--- src/fbm_pkg.sv ---
// ----------------------------------------------------------------------------
// fbm_pkg: shared types and constants for the fsk bitstream modulator
// Command codes, register indexes, the per-tick control word passed from the
// sequencer to the oscillator stage, and the int8 sine lookup.
// ----------------------------------------------------------------------------
`default_nettype none

package fbm_pkg;

  // bit store geometry (power of two)
  localparam int STORE_BYTES = 512;
  localparam int ADDR_W      = $clog2(STORE_BYTES);

  // phase step per hertz of deviation
  localparam logic [10:0] STEP_PER_HZ = 11'd1883;

  // quarter turn added to the phase index for the cosine output
  localparam logic [7:0] QUARTER_IDX = 8'h40;

  // input commands (code 3 is ignored)
  typedef enum logic [1:0] {
    CMD_LOAD  = 2'd0,
    CMD_START = 2'd1,
    CMD_TICK  = 2'd2
  } cmd_t;

  // configuration register indexes
  typedef enum logic [1:0] {
    REG_BIT_PERIOD      = 2'd0,
    REG_PAYLOAD_BITS    = 2'd1,
    REG_SHIFT_HZ        = 2'd2,
    REG_NOTICE_INTERVAL = 2'd3
  } reg_idx_t;

  // per-tick control word from the sequencer to the oscillator stage
  typedef struct packed {
    logic        run;       // block was armed when the tick arrived
    logic        fetch;     // bit boundary with a fresh bit from the store
    logic        ends;      // bit boundary that ends the run
    logic        clr;       // first tick since start: bit starts at zero
    logic [2:0]  boff;      // bit position within the fetched byte
    logic [12:0] progress;  // progress total after this tick
    logic        pev;       // progress event
    logic        dev;       // done event
    logic        active;    // still armed after this tick
  } tick_t;

  // first quadrant of the sine, 65 points, magnitude 0..127
  localparam logic [6:0] QSINE [65] = '{
    7'd0,   7'd3,   7'd6,   7'd9,   7'd12,  7'd16,  7'd19,  7'd22,
    7'd25,  7'd28,  7'd31,  7'd34,  7'd37,  7'd40,  7'd43,  7'd46,
    7'd49,  7'd51,  7'd54,  7'd57,  7'd60,  7'd63,  7'd65,  7'd68,
    7'd71,  7'd73,  7'd76,  7'd78,  7'd81,  7'd83,  7'd85,  7'd88,
    7'd90,  7'd92,  7'd94,  7'd96,  7'd98,  7'd100, 7'd102, 7'd104,
    7'd106, 7'd107, 7'd109, 7'd111, 7'd112, 7'd113, 7'd115, 7'd116,
    7'd117, 7'd118, 7'd120, 7'd121, 7'd122, 7'd122, 7'd123, 7'd124,
    7'd125, 7'd125, 7'd126, 7'd126, 7'd126, 7'd127, 7'd127, 7'd127,
    7'd127
  };

  // int8 sine of an 8-bit phase, folded from the quarter table
  function automatic logic [7:0] sine8(input logic [7:0] ph);
    logic [7:0] q;
    logic [7:0] idx;
    logic [6:0] mag;
    q   = {1'b0, ph[6:0]};
    idx = (q <= 8'd64) ? q : (8'd128 - q);
    mag = QSINE[idx[6:0]];
    if (ph[7]) begin
      sine8 = 8'd0 - {1'b0, mag};
    end else begin
      sine8 = {1'b0, mag};
    end
  endfunction

endpackage

`default_nettype wire

--- src/fbm_store.sv ---
// ----------------------------------------------------------------------------
// fbm_store: bit store memory
// One write port, one read port with enable, read data registered.
// Contents are undefined until loaded.
// ----------------------------------------------------------------------------
`default_nettype none

module fbm_store (
  input  wire logic                      clk,
  input  wire logic                      we,
  input  wire logic [fbm_pkg::ADDR_W-1:0] waddr,
  input  wire logic [7:0]                wdata,
  input  wire logic                      re,
  input  wire logic [fbm_pkg::ADDR_W-1:0] raddr,
  output logic      [7:0]                rdata
);
  import fbm_pkg::*;

  logic [7:0] mem [STORE_BYTES];

  // write port
  always_ff @(posedge clk) begin
    if (we) begin
      mem[waddr] <= wdata;
    end
  end

  // registered read, holds while not enabled
  always_ff @(posedge clk) begin
    if (re) begin
      rdata <= mem[raddr];
    end
  end

endmodule

`default_nettype wire

--- src/fbm_ctrl.sv ---
// ----------------------------------------------------------------------------
// fbm_ctrl: command decode and bit sequencer
// Holds the configuration registers, bit timer, bit index and progress
// counters; issues store writes for loads and store reads at bit boundaries.
// ----------------------------------------------------------------------------
`default_nettype none

module fbm_ctrl (
  input  wire logic                       clk,
  input  wire logic                       rst,
  // input stream
  input  wire logic                       s_tvalid,
  output logic                            s_tready,
  input  wire logic [23:0]                s_tdata,
  input  wire logic [1:0]                 s_tuser,
  // configuration
  input  wire logic                       cfg_valid,
  output logic                            cfg_ready,
  input  wire logic [1:0]                 cfg_index,
  input  wire logic [19:0]                cfg_data,
  // to oscillator stage
  input  wire logic                       pipe_ready,
  output logic                            tick_valid,
  output fbm_pkg::tick_t                  tick,
  output logic      [31:0]                step,
  // bit store
  output logic                            st_we,
  output logic      [fbm_pkg::ADDR_W-1:0] st_waddr,
  output logic      [7:0]                 st_wdata,
  output logic                            st_re,
  output logic      [fbm_pkg::ADDR_W-1:0] st_raddr
);
  import fbm_pkg::*;

  logic [15:0] bit_period;
  logic [11:0] payload_bits;
  logic [19:0] shift_hz;
  logic [11:0] notice_interval;

  logic [15:0] sample_counter, sample_counter_next;
  logic [12:0] bit_index, bit_index_next;
  logic [11:0] notice_counter, notice_counter_next;
  logic [12:0] progress_total, progress_total_next;
  logic        running, running_next;
  logic        clr_pend, clr_pend_next;

  logic        accept;
  cmd_t        cmd;
  logic [8:0]  byte_address;
  logic [7:0]  byte_value;
  logic [31:0] addr_ext;
  logic [31:0] byte_idx;
  logic [12:0] last_index;
  logic [30:0] step_prod;

  assign cfg_ready    = 1'b1;
  assign s_tready     = pipe_ready;
  assign accept       = s_tvalid && pipe_ready;
  assign cmd          = cmd_t'(s_tuser);
  assign byte_address = s_tdata[8:0];
  assign byte_value   = s_tdata[16:9];
  assign addr_ext     = {23'd0, byte_address};
  assign byte_idx     = {19'd0, bit_index} >> 3;
  assign last_index   = {1'b0, payload_bits} + 13'd32;
  assign step_prod    = {11'd0, shift_hz} * {20'd0, STEP_PER_HZ};

  // configuration writes
  always_ff @(posedge clk) begin
    if (rst) begin
      bit_period      <= '0;
      payload_bits    <= '0;
      shift_hz        <= '0;
      notice_interval <= '0;
    end else if (cfg_valid && cfg_ready) begin
      unique case (reg_idx_t'(cfg_index))
        REG_BIT_PERIOD:      bit_period      <= cfg_data[15:0];
        REG_PAYLOAD_BITS:    payload_bits    <= cfg_data[11:0];
        REG_SHIFT_HZ:        shift_hz        <= cfg_data;
        REG_NOTICE_INTERVAL: notice_interval <= cfg_data[11:0];
        default:             ;
      endcase
    end
  end

  // phase step, registered off the multiplier
  always_ff @(posedge clk) begin
    step <= {1'b0, step_prod};
  end

  // store write for loads
  assign st_we    = accept && (cmd == CMD_LOAD) && (addr_ext < 32'(STORE_BYTES));
  assign st_waddr = addr_ext[ADDR_W-1:0];
  assign st_wdata = byte_value;
  assign st_raddr = byte_idx[ADDR_W-1:0];

  // sequencer next state and tick word
  always_comb begin
    sample_counter_next = sample_counter;
    bit_index_next      = bit_index;
    notice_counter_next = notice_counter;
    progress_total_next = progress_total;
    running_next        = running;
    clr_pend_next       = clr_pend;
    tick_valid          = 1'b0;
    st_re               = 1'b0;
    tick                = '0;
    tick.boff           = bit_index[2:0];
    if (accept) begin
      unique case (cmd)
        CMD_START: begin
          sample_counter_next = bit_period;
          bit_index_next      = '0;
          notice_counter_next = '0;
          progress_total_next = '0;
          running_next        = 1'b1;
          clr_pend_next       = 1'b1;
        end
        CMD_TICK: begin
          tick_valid    = 1'b1;
          clr_pend_next = 1'b0;
          tick.run      = running;
          tick.clr      = clr_pend;
          if (running) begin
            if (sample_counter >= bit_period) begin
              sample_counter_next = '0;
              if (bit_index > last_index) begin
                tick.ends    = 1'b1;
                tick.dev     = 1'b1;
                running_next = 1'b0;
              end else begin
                tick.fetch     = 1'b1;
                st_re          = 1'b1;
                bit_index_next = bit_index + 13'd1;
                if (notice_counter >= notice_interval) begin
                  notice_counter_next = '0;
                  progress_total_next = progress_total + 13'd1;
                  tick.pev            = 1'b1;
                end else begin
                  notice_counter_next = notice_counter + 12'd1;
                end
              end
            end else begin
              sample_counter_next = sample_counter + 16'd1;
            end
          end
          tick.progress = progress_total_next;
          tick.active   = running_next;
        end
        default: ;
      endcase
    end
  end

  // sequencer registers
  always_ff @(posedge clk) begin
    if (rst) begin
      sample_counter <= '0;
      bit_index      <= '0;
      notice_counter <= '0;
      progress_total <= '0;
      running        <= 1'b0;
      clr_pend       <= 1'b0;
    end else begin
      sample_counter <= sample_counter_next;
      bit_index      <= bit_index_next;
      notice_counter <= notice_counter_next;
      progress_total <= progress_total_next;
      running        <= running_next;
      clr_pend       <= clr_pend_next;
    end
  end

endmodule

`default_nettype wire

--- src/fbm_nco.sv ---
// ----------------------------------------------------------------------------
// fbm_nco: bit select, phase accumulator and sample output
// Takes the tick word together with the store read data, steps the phase
// up or down by the current bit and registers the iq result beat.
// ----------------------------------------------------------------------------
`default_nettype none

module fbm_nco (
  input  wire logic           clk,
  input  wire logic           rst,
  input  wire logic           tick_valid,
  input  wire fbm_pkg::tick_t tick,
  input  wire logic [7:0]     rdata,
  input  wire logic [31:0]    step,
  output logic                pipe_ready,
  // output stream
  output logic                m_tvalid,
  input  wire logic           m_tready,
  output logic      [31:0]    m_tdata,
  output logic      [2:0]     m_tuser
);
  import fbm_pkg::*;

  logic        s1_valid;
  tick_t       s1;
  logic        advance;
  logic [31:0] phase_acc, phase_next;
  logic        current_bit, bit_next;
  logic [7:0]  i_next, q_next;

  assign advance    = s1_valid && (!m_tvalid || m_tready);
  assign pipe_ready = !s1_valid || advance;

  // tick word waits here for the store read data
  always_ff @(posedge clk) begin
    if (rst) begin
      s1_valid <= 1'b0;
    end else if (tick_valid && pipe_ready) begin
      s1_valid <= 1'b1;
    end else if (advance) begin
      s1_valid <= 1'b0;
    end
  end

  always_ff @(posedge clk) begin
    if (tick_valid && pipe_ready) begin
      s1 <= tick;
    end
  end

  // bit select and phase step
  always_comb begin
    bit_next = current_bit;
    priority if (!s1.run) begin
      bit_next = current_bit;
    end else if (s1.ends) begin
      bit_next = 1'b0;
    end else if (s1.fetch) begin
      bit_next = rdata[3'd7 - s1.boff];
    end else if (s1.clr) begin
      bit_next = 1'b0;
    end else begin
      bit_next = current_bit;
    end
    phase_next = phase_acc;
    if (s1.run) begin
      phase_next = bit_next ? (phase_acc + step) : (phase_acc - step);
    end
    i_next = s1.run ? sine8(phase_next[31:24] + QUARTER_IDX) : 8'd0;
    q_next = s1.run ? sine8(phase_next[31:24]) : 8'd0;
  end

  // oscillator state
  always_ff @(posedge clk) begin
    if (rst) begin
      phase_acc   <= '0;
      current_bit <= 1'b0;
    end else if (advance) begin
      phase_acc   <= phase_next;
      current_bit <= bit_next;
    end
  end

  // output beat register
  always_ff @(posedge clk) begin
    if (rst) begin
      m_tvalid <= 1'b0;
    end else if (advance) begin
      m_tvalid <= 1'b1;
    end else if (m_tready) begin
      m_tvalid <= 1'b0;
    end
  end

  always_ff @(posedge clk) begin
    if (advance) begin
      m_tdata <= {3'd0, s1.progress, q_next, i_next};
      m_tuser <= {s1.active, s1.dev, s1.pev};
    end
  end

endmodule

`default_nettype wire

--- src/fsk_bitstream_modulator.sv ---
// An accepted tick beat passes the tick register, then the result register.
// Throughput: one input beat per cycle unless m_tready stalls the result
// beat; the store read and the phase update each take one register stage,
// so ticks stream back to back. Loads and starts produce no result beat.
// Reset (rst, synchronous): counters, phase and handshake state cleared;
// the bit store is not cleared and holds undefined data until loaded.
// ----------------------------------------------------------------------------
// fsk_bitstream_modulator: binary fsk transmitter top level
// Bit store memory, bit sequencer and nco output stage.
// ----------------------------------------------------------------------------
`default_nettype none

module fsk_bitstream_modulator (
  input  wire logic        clk,
  input  wire logic        rst,
  // input beat
  input  wire logic        s_tvalid,
  output logic             s_tready,
  input  wire logic [23:0] s_tdata,   // byte_address[8:0], byte_value[16:9]
  input  wire logic [1:0]  s_tuser,   // command[1:0]
  // result beat
  output logic             m_tvalid,
  input  wire logic        m_tready,
  output logic      [31:0] m_tdata,   // i_sample[7:0], q_sample[15:8], progress[28:16]
  output logic      [2:0]  m_tuser,   // progress_event[0], done_event[1], active[2]
  // configuration
  input  wire logic        cfg_valid,
  output logic             cfg_ready,
  input  wire logic [1:0]  cfg_index,
  input  wire logic [19:0] cfg_data
);
  import fbm_pkg::*;

  logic              pipe_ready;
  logic              tick_valid;
  tick_t             tick;
  logic [31:0]       step;
  logic              st_we;
  logic [ADDR_W-1:0] st_waddr;
  logic [7:0]        st_wdata;
  logic              st_re;
  logic [ADDR_W-1:0] st_raddr;
  logic [7:0]        st_rdata;

  // bit sequencer
  fbm_ctrl u_ctrl (
    .clk        (clk),
    .rst        (rst),
    .s_tvalid   (s_tvalid),
    .s_tready   (s_tready),
    .s_tdata    (s_tdata),
    .s_tuser    (s_tuser),
    .cfg_valid  (cfg_valid),
    .cfg_ready  (cfg_ready),
    .cfg_index  (cfg_index),
    .cfg_data   (cfg_data),
    .pipe_ready (pipe_ready),
    .tick_valid (tick_valid),
    .tick       (tick),
    .step       (step),
    .st_we      (st_we),
    .st_waddr   (st_waddr),
    .st_wdata   (st_wdata),
    .st_re      (st_re),
    .st_raddr   (st_raddr)
  );

  // bit store
  fbm_store u_store (
    .clk   (clk),
    .we    (st_we),
    .waddr (st_waddr),
    .wdata (st_wdata),
    .re    (st_re),
    .raddr (st_raddr),
    .rdata (st_rdata)
  );

  // oscillator and output stage
  fbm_nco u_nco (
    .clk        (clk),
    .rst        (rst),
    .tick_valid (tick_valid),
    .tick       (tick),
    .rdata      (st_rdata),
    .step       (step),
    .pipe_ready (pipe_ready),
    .m_tvalid   (m_tvalid),
    .m_tready   (m_tready),
    .m_tdata    (m_tdata),
    .m_tuser    (m_tuser)
  );

endmodule

`default_nettype wire

--- config.mk ---
export PLATFORM = sky130hd
export DESIGN_NAME = fsk_bitstream_modulator
export DESIGN_NICKNAME = d
export VERILOG_FILES = /design/src/fbm_pkg.sv /design/src/fbm_store.sv /design/src/fbm_ctrl.sv /design/src/fbm_nco.sv /design/src/fsk_bitstream_modulator.sv
export SDC_FILE = /design/constraint.sdc
export NUM_CORES = 2
export LEC_CHECK = 0
export ABC_CLOCK_PERIOD_IN_PS = 9500
export BUFFER_PORTS_ARGS = -buffer_cell sky130_fd_sc_hd__buf_2
export CAP_MARGIN = 20
export CORE_ASPECT_RATIO = 0.75
export CORE_UTILIZATION = 45
export DETAILED_ROUTE_END_ITERATION = 8
export MAX_ROUTING_LAYER = met4
export PLACE_DENSITY = 0.6
export SLEW_MARGIN = 20
export SYNTH_ARGS = -nofsm -noshare
export SYNTH_HDL_FRONTEND = slang
export SYNTH_HIERARCHICAL = 1
export SYNTH_SLANG_ARGS = --single-unit
--- constraint.sdc ---
create_clock -name clk -period 9.5 [get_ports clk]
set_clock_uncertainty 0.15 [all_clocks]
set_input_delay 0.475 -clock clk [delete_from_list [all_inputs] [get_ports clk]]
set_output_delay 0.475 -clock clk [all_outputs]
set_load 0.02 [all_outputs]
Word level (Yosys, flattened, before mapping)
Memories as Yosys holds them, arrays and structs flattened. A register that Yosys moved wholly into a read port is not among the register bits.
Cells that the tools add are included.
Widths: inputs -> output; s select.

storage, ports and cells
  register bits = 236
  bits in writable memories = 4096
  memory bits (read-only) = 1792
  input bits = 53
  output and inout bits = 38
  memories = 3

cells by class
  add/subtract/negate cells = 13
  multipliers = 1
  order comparisons = 9
  equality and inequality tests = 8
  muxes and demuxes = 52
  bitwise gates (word level) = 6
  reductions and logical operators = 27

memories
  name              depth  bits a word  rd ports  clocked after Yosys merged registers in  write ports  RTL line         RTL
  u_store.mem       512    8            1         1                                        1            fbm_store.sv:19  logic [7:0] mem [STORE_BYTES];
  (name not given)  128    7            1         0                                        0            fbm_pkg.sv:68    mag = QSINE[idx[6:0]];
  (name not given)  128    7            1         0                                        0            fbm_pkg.sv:68

operator list
  operator                count
  $mux 13                 7
  $mux 32                 2
  $mux 7                  8
  $pmux 13 s2             2
  $mux 12                 4
  $add 32x31->32          1
  $mux 16                 2
  $pmux 16 s2             1
  $sub 32x31->32          1
  $mul 20x11->31 const B  1
  $add 13x1->13 const B   2
  $pmux 12 s2             1
  $mux 1                  22
  $reduce_and 2->1        9
  $add 16x1->16 const B   1
  $ge 16x16->1            1
  $ge 8x8->1 const B      2
  $not 7->8               2
  $sub 1x7->8 const A     2
  $le 7x7->1 const B      2
  $sub 1x7->7 const A     2
  $add 12x6->13 const B   1
  $gt 13x13->1            1
  $add 12x1->12 const B   1
  21 further kinds        38

Logic depth before layout (Yosys ltp)
  depth after elaboration = 17
  gate-level depth with buffers = 37
  depth with buffers taken out = 34

Modules after synthesis
Netlist, hierarchy kept.

by module, submodules not included
  module     times used  cells an instance  area an instance (um2)  seq. area each (um2)
  fbm_store  1           8030               160007.2                123238.2
  fbm_ctrl   1           1401               12157.9                 2942.8
  fbm_nco    1           999                8264.2                  2352.3

Worst setup path before layout
Ideal clock, no wire load.

  path kind = flip-flop to flip-flop
  start = register u_nco/s1[16] (netlist name)
  end = register u_nco.m_tdata[6], data pin
  arrival time = 7.097 ns
  required time = 9.078 ns
  setup slack = 1.981 ns
  stages on the path, launching flop included = 34
  path through = edfxtp_1 > mux4_2 > mux2_2 > a21oi_1 > or3_1 > inv_1 > a21oi_1 > clkbuf_1 > clkbuf_1 > nand2_1 > xnor2_1 > ha_1 > a21oi_1 > o22ai_1 > a211oi_4 > nand3_2 > a222oi_1 > nand2_1 > inv_2 > ha_1 > nand2_1 > o31ai_1 > a21oi_2 > ha_1 > a21boi_0 > o311a_1 > o211ai_1 > and3_1 > inv_2 > ha_1 > inv_1 > a2111oi_0 > and3_1 > or4_1

between the ends
  longest elaborated chain between the ends = 17
  elaborated cells between the ends (all ways) = 18

RTL lines
  item                                        RTL line       RTL
  from (decl)                                 fbm_nco.sv:25  tick_t s1;
  from (signal assigned)                      fbm_nco.sv:47  s1 <= tick;
  $sub 3x3->3 (*)                             fbm_nco.sv:59  bit_next = rdata[3'd7 - s1.boff];
  $bmux 1 s3 (*)                              fbm_nco.sv:59
  $mux 1 (implied by the code) (*)            fbm_nco.sv:59
  $mux 1 (*)                                  fbm_nco.sv:58  end else if (s1.fetch) begin
  $mux 1 (*)                                  fbm_nco.sv:56  end else if (s1.ends) begin
  $mux 1 (*)                                  fbm_nco.sv:54  priority if (!s1.run) begin
  $mux 32 (*)                                 fbm_nco.sv:67  phase_next = bit_next ? (phase_acc + step) : (phase_acc - step);
  $mux 32 (*)                                 fbm_nco.sv:66  if (s1.run) begin
  $add 8x7->8 (*)                             fbm_nco.sv:69  i_next = s1.run ? sine8(phase_next[31:24] + QUARTER_IDX) : 8'd0;
  $sub 1x7->7 or $le 7x7->1 (tied branches)   fbm_pkg.sv:67  idx = (q <= 8'd64) ? q : (8'd128 - q);
  $mux 7                                      fbm_pkg.sv:67
  $not 7->8 (implied by the code)             fbm_pkg.sv:68
  $mem_v2 128x7                               -
  $mux 7 (implied by the code) (2 in series)  fbm_pkg.sv:68
  $sub 1x7->8                                 fbm_pkg.sv:70  sine8 = 8'd0 - {1'b0, mag};
  $mux 7 (*)                                  fbm_pkg.sv:69  if (ph[7]) begin
  to (signal assigned)                        fbm_nco.sv:97  m_tdata <= {3'd0, s1.progress, q_next, i_next};
  to (decl)                                   fbm_nco.sv:19  output logic [31:0] m_tdata,

Mark *: on every way between the ends. The rest lies on a longest branch, timed or not. The select of a mux whose other input is x is not followed.
A chain may end at the register's enable or synchronous reset.

Worst setup path in the final report
  start = register u_nco/s1[16] (netlist name)
  end = register u_nco.m_tdata[15], data pin

between the ends
  longest elaborated chain between the ends = 15
  elaborated cells between the ends (all ways) = 17

RTL lines
  item                                        RTL line
  $sub 3x3->3 (*)                             fbm_nco.sv:59
  $bmux 1 s3 (*)                              fbm_nco.sv:59
  $mux 1 (implied by the code) (*)            fbm_nco.sv:59
  $mux 1 (*)                                  fbm_nco.sv:58
  $mux 1 (*)                                  fbm_nco.sv:56
  $mux 1 (*)                                  fbm_nco.sv:54
  $mux 32 (*)                                 fbm_nco.sv:67
  $mux 32 (*)                                 fbm_nco.sv:66
  $sub 1x7->7 or $le 7x7->1 (tied branches)   fbm_pkg.sv:67
  $mux 7                                      fbm_pkg.sv:67
  $not 7->8 (implied by the code)             fbm_pkg.sv:68
  $mem_v2 128x7                               -
  $mux 7 (implied by the code) (2 in series)  fbm_pkg.sv:68
  $sub 1x7->8                                 fbm_pkg.sv:70

Marked as above.

==> summary.md <==
| Metric | Value |
|---|---|
| Worst vdd ir | `0.161 mV` |
| Crit path from | `u_nco/s1[16]` |
| Synth Flop Type | `edfxtp_1` |
| Tmin final | `8.31 ns` |
| Critical Path RT | `10.02 ns` |
| Final hold vios | `0` |
| Multiplexer share of the synthesized area | `0.127` |
| Initial drt markers | `13200` |
| RSZ-0062 raised after global routing | `no` |
| CTS tree | `done` |
| Share of the yosys chip area belonging to registers | `0.712` |
| Place WS | `1.26 ns` |
| Post-synthesis compound-gate area fraction | `0.0603` |
| Largest net degree at the start of global routing | `174` |
| Fill cell count | `32100` |
| H-tree depth | `5` |
| Num CTS Buffers | `415` |
| IO Pins | `91` |
| Total negative slack | `0 ns` |
| Async SR Flop Fraction | `0` |
| Syn Inst Count | `10400` |
| Critical Path Start Type | `flip-flop` |
| Fin area | `199000 um2` |
| Post-Synth Simple-Gate Area | `0.0437` |
| Slew Limit Headroom | `0.101` |
| Setup Buffers After CTS | `0` |
| Chip width | `733 um` |
| Row Count | `200` |
| I/O Buffers | `79` |
| Most common cell after layout, fill and taps aside | `edfxtp_1` |
| Hold WS | `0.163 ns` |
| Critical path type | `flip-flop to flip-flop` |
| HPWL after DPL | `297000 um` |
| Final setup violating endpoints | `0` |
| XOR/XNOR Fraction of Synth Area | `0.00576` |
| DRT Pass-1 Iters | `6` |
| Routed len/inst | `29.7 um` |
| Crit end category | `flip-flop` |
| Final Cycle Share | `0.875` |
| Clock buffer depth | `4` |
| Mean Syn Cell Area | `17.3 um2` |
| Slew Limit Fails | `0` |
| Cell Area, Placed | `186000 um2` |
| Initial antenna violation count | `35` |
| Clock Latency Late Sink | `0.96 ns` |
| Leakage | `60.5 nW` |
| Fin nets | `10900` |
| Via density | `6.20` |
| Max incr delay on CP | `0.72 ns` |
| Max Fclk | `120 MHz` |
| Post-route DRC violation count | `0` |
| Status | `completed` |
| Share of cells above drive strength 1 | `0.151` |
| Root Driver | `clkbuf_16` |
| Vias in the first global route | `96600` |
| Worst Max-Slew Pin Slew | `1.34 ns` |
| Final setup margin | `1.19 ns` |
| Core Box Area | `397000 um2` |
| Most used cell, CP | `ha_1` |
| First-pass GRT wire length | `688000 um` |
| Min-delay src | `s_tuser[1]` |
| Worst r2r src | `u_nco/s1[16]` |
| Slowest stage cell, crit path | `a31oi_1` |
| Clk sinks | `4341` |
| Synth warn | `6` |
| Starting Density | `0.454` |
| Post-synth EDFFs | `4159` |
| Most frequent cells in the layout | `edfxtp_1 (4159), mux2i_1 (817), nor2_1 (716)` |
| RePlAce Congestion | `0.869` |
| Maxcap violations | `0` |
| Yosys cell types | `120` |
| Grt total ovfl | `0` |
| Crit-path max FO | `32` |
| Largest family of logic cells by synthesized area | `multiplexers` |
| Post-synthesis register bit count | `4341` |
| Final wirelength | `479000 um` |
| Critical path arrival | `8.83 ns` |
| Synth Area in Adders | `0.0253` |
| Via Count | `99800` |
| Die area | `404000 um2` |
| Final ANT Viol Nets | `0` |
| Power per cell area | `196 nW/um2` |
| Post-Syn Area | `180000 um2` |
| Syn-to-layout area delta | `10.6%` |
| Die height | `550 um` |
| Type of the most critical hold path | `input port to flip-flop` |
| Clock transition at path regs | `0.06 ns` |
| GRT Util Overall | `0.239` |
timing repair:
item	4_1_cts	5_1_grt
hold buffers	39	0
resized for setup	0	0
endpoints found under the hold margin	609	0
cell usage after synthesis, drive strengths merged, types with 26 or more instances:
master,n,share of area
mux4,656,0.082
a21oi,430,0.012
and2,39,0.0014
o221ai,374,0.018
a31oi,30,0.0012
nand2,417,0.0088
mux2i,817,0.045
fa,102,0.011
a211oi,49,0.0022
clkbuf,322,0.0067
o21ai,214,0.0060
edfxtp,4159,0.69
nand4,60,0.0021
nor4,52,0.0021
buf,323,0.014
a22oi,65,0.0027
o211ai,26,0.0011
o22ai,175,0.0061
nor2,721,0.015
a21o,38,0.0016
nor3,139,0.0041
o31ai,38,0.0017
xnor2,93,0.0046
dfxtp,182,0.020
or3,30,0.0010
nand3,100,0.0028
and3,45,0.0016
ha,201,0.014
inv,239,0.0050
area by class of cell:
type | count | area (um2) | share of cell area
Sequential cell | 4341 | 129000 | 0.644
Multi-Input combinational cell | 5204 | 47600 | 0.239
Clock buffer | 495 | 10800 | 0.0542
Tap cell | 5252 | 6570 | 0.0329
Timing Repair Buffer | 297 | 2560 | 0.0128
Clock inverter | 266 | 2390 | 0.0120
Inverter | 242 | 920 | 0.00461
Antenna cell | 16 | 40.0 | 0.000201
worst max-delay path, delay by kind of cell (launching register included):
| kind | cells | cell delay, ns |
|---|---|---|
| compound gates | 14 | 3.23 |
| mux | 2 | 0.81 |
| simple gates | 7 | 1.50 |
| fa+ha+maj | 3 | 1.24 |
| xor+xnor | 1 | 0.17 |
| flops | 1 | 0.40 |
| buf+inv | 3 | 0.55 |
metrics by stage:
stage                     power, mW   util  instances
after floorplan                22.6      -      10400
after global placement         23.0  0.467      15300
after detailed placement       23.1  0.468      15300
after CTS                      39.3  0.502      16100
after global routing           40.1  0.502      16100
final                          39.0  0.502      16100
registers in the layout, summed over array words and instances, names as in the netlist:
name,count
u_ctrl/clr_pend,1
u_store/rdata,8
u_nco/m_tvalid,1
u_ctrl/progress_total,13
u_nco/s1,23
u_ctrl/notice_counter,12
u_ctrl/bit_period,16
u_nco/current_bit,1
u_ctrl/notice_interval,12
u_ctrl/shift_hz,20
u_ctrl/step,31
u_nco/m_tdata,29
u_nco/s1_valid,1
u_ctrl/running,1
u_ctrl/payload_bits,12
u_ctrl/sample_counter,16
u_store/mem,4096
u_nco/phase_acc,32
u_nco/m_tuser,3
u_ctrl/bit_index,13
where the power goes:
group	internal [mW]	switching (mW)	total, mW	leakage (nW)
clock network	9.20	7.12	16.3	6.48
registers	21.0	0.0564	21.1	38.9
logic	0.480	1.15	1.63	15.1
layer usage:
metal / GRT usage / wire length (um) / vias up
met4: 0.0491 / 10100 / 0
met1: 0.362 / 214000 / 52400
met3: 0.0423 / 45800 / 605
met2: 0.340 / 209000 / 4767
li1: - / - / 42100
met5: - / 0 / -
cells by family (layout without fill, tap and decap cells):
kind of cell,after synthesis,after routing
flip-flops,4341,4341
AND/OR/NAND/NOR,1719,1719
AO/OA/AOI/OAI,1586,1586
multiplexers,1474,1474
buffers and inverters,887,1300
adder cells (fa/ha/maj),304,304
XOR/XNOR,116,116
other,3,21
path summary, 6_finish.rpt:
path	to	slack, ns	depth (start not counted)
min reg2reg	u_nco/m_tdata[27]	0.27	0
min	u_ctrl/progress_total[12]	0.16	5
max reg2reg	u_nco/m_tdata[15]	1.19	30
max	u_nco/m_tdata[15]	1.19	30
Note: power is estimated with default switching activity, not from simulation.
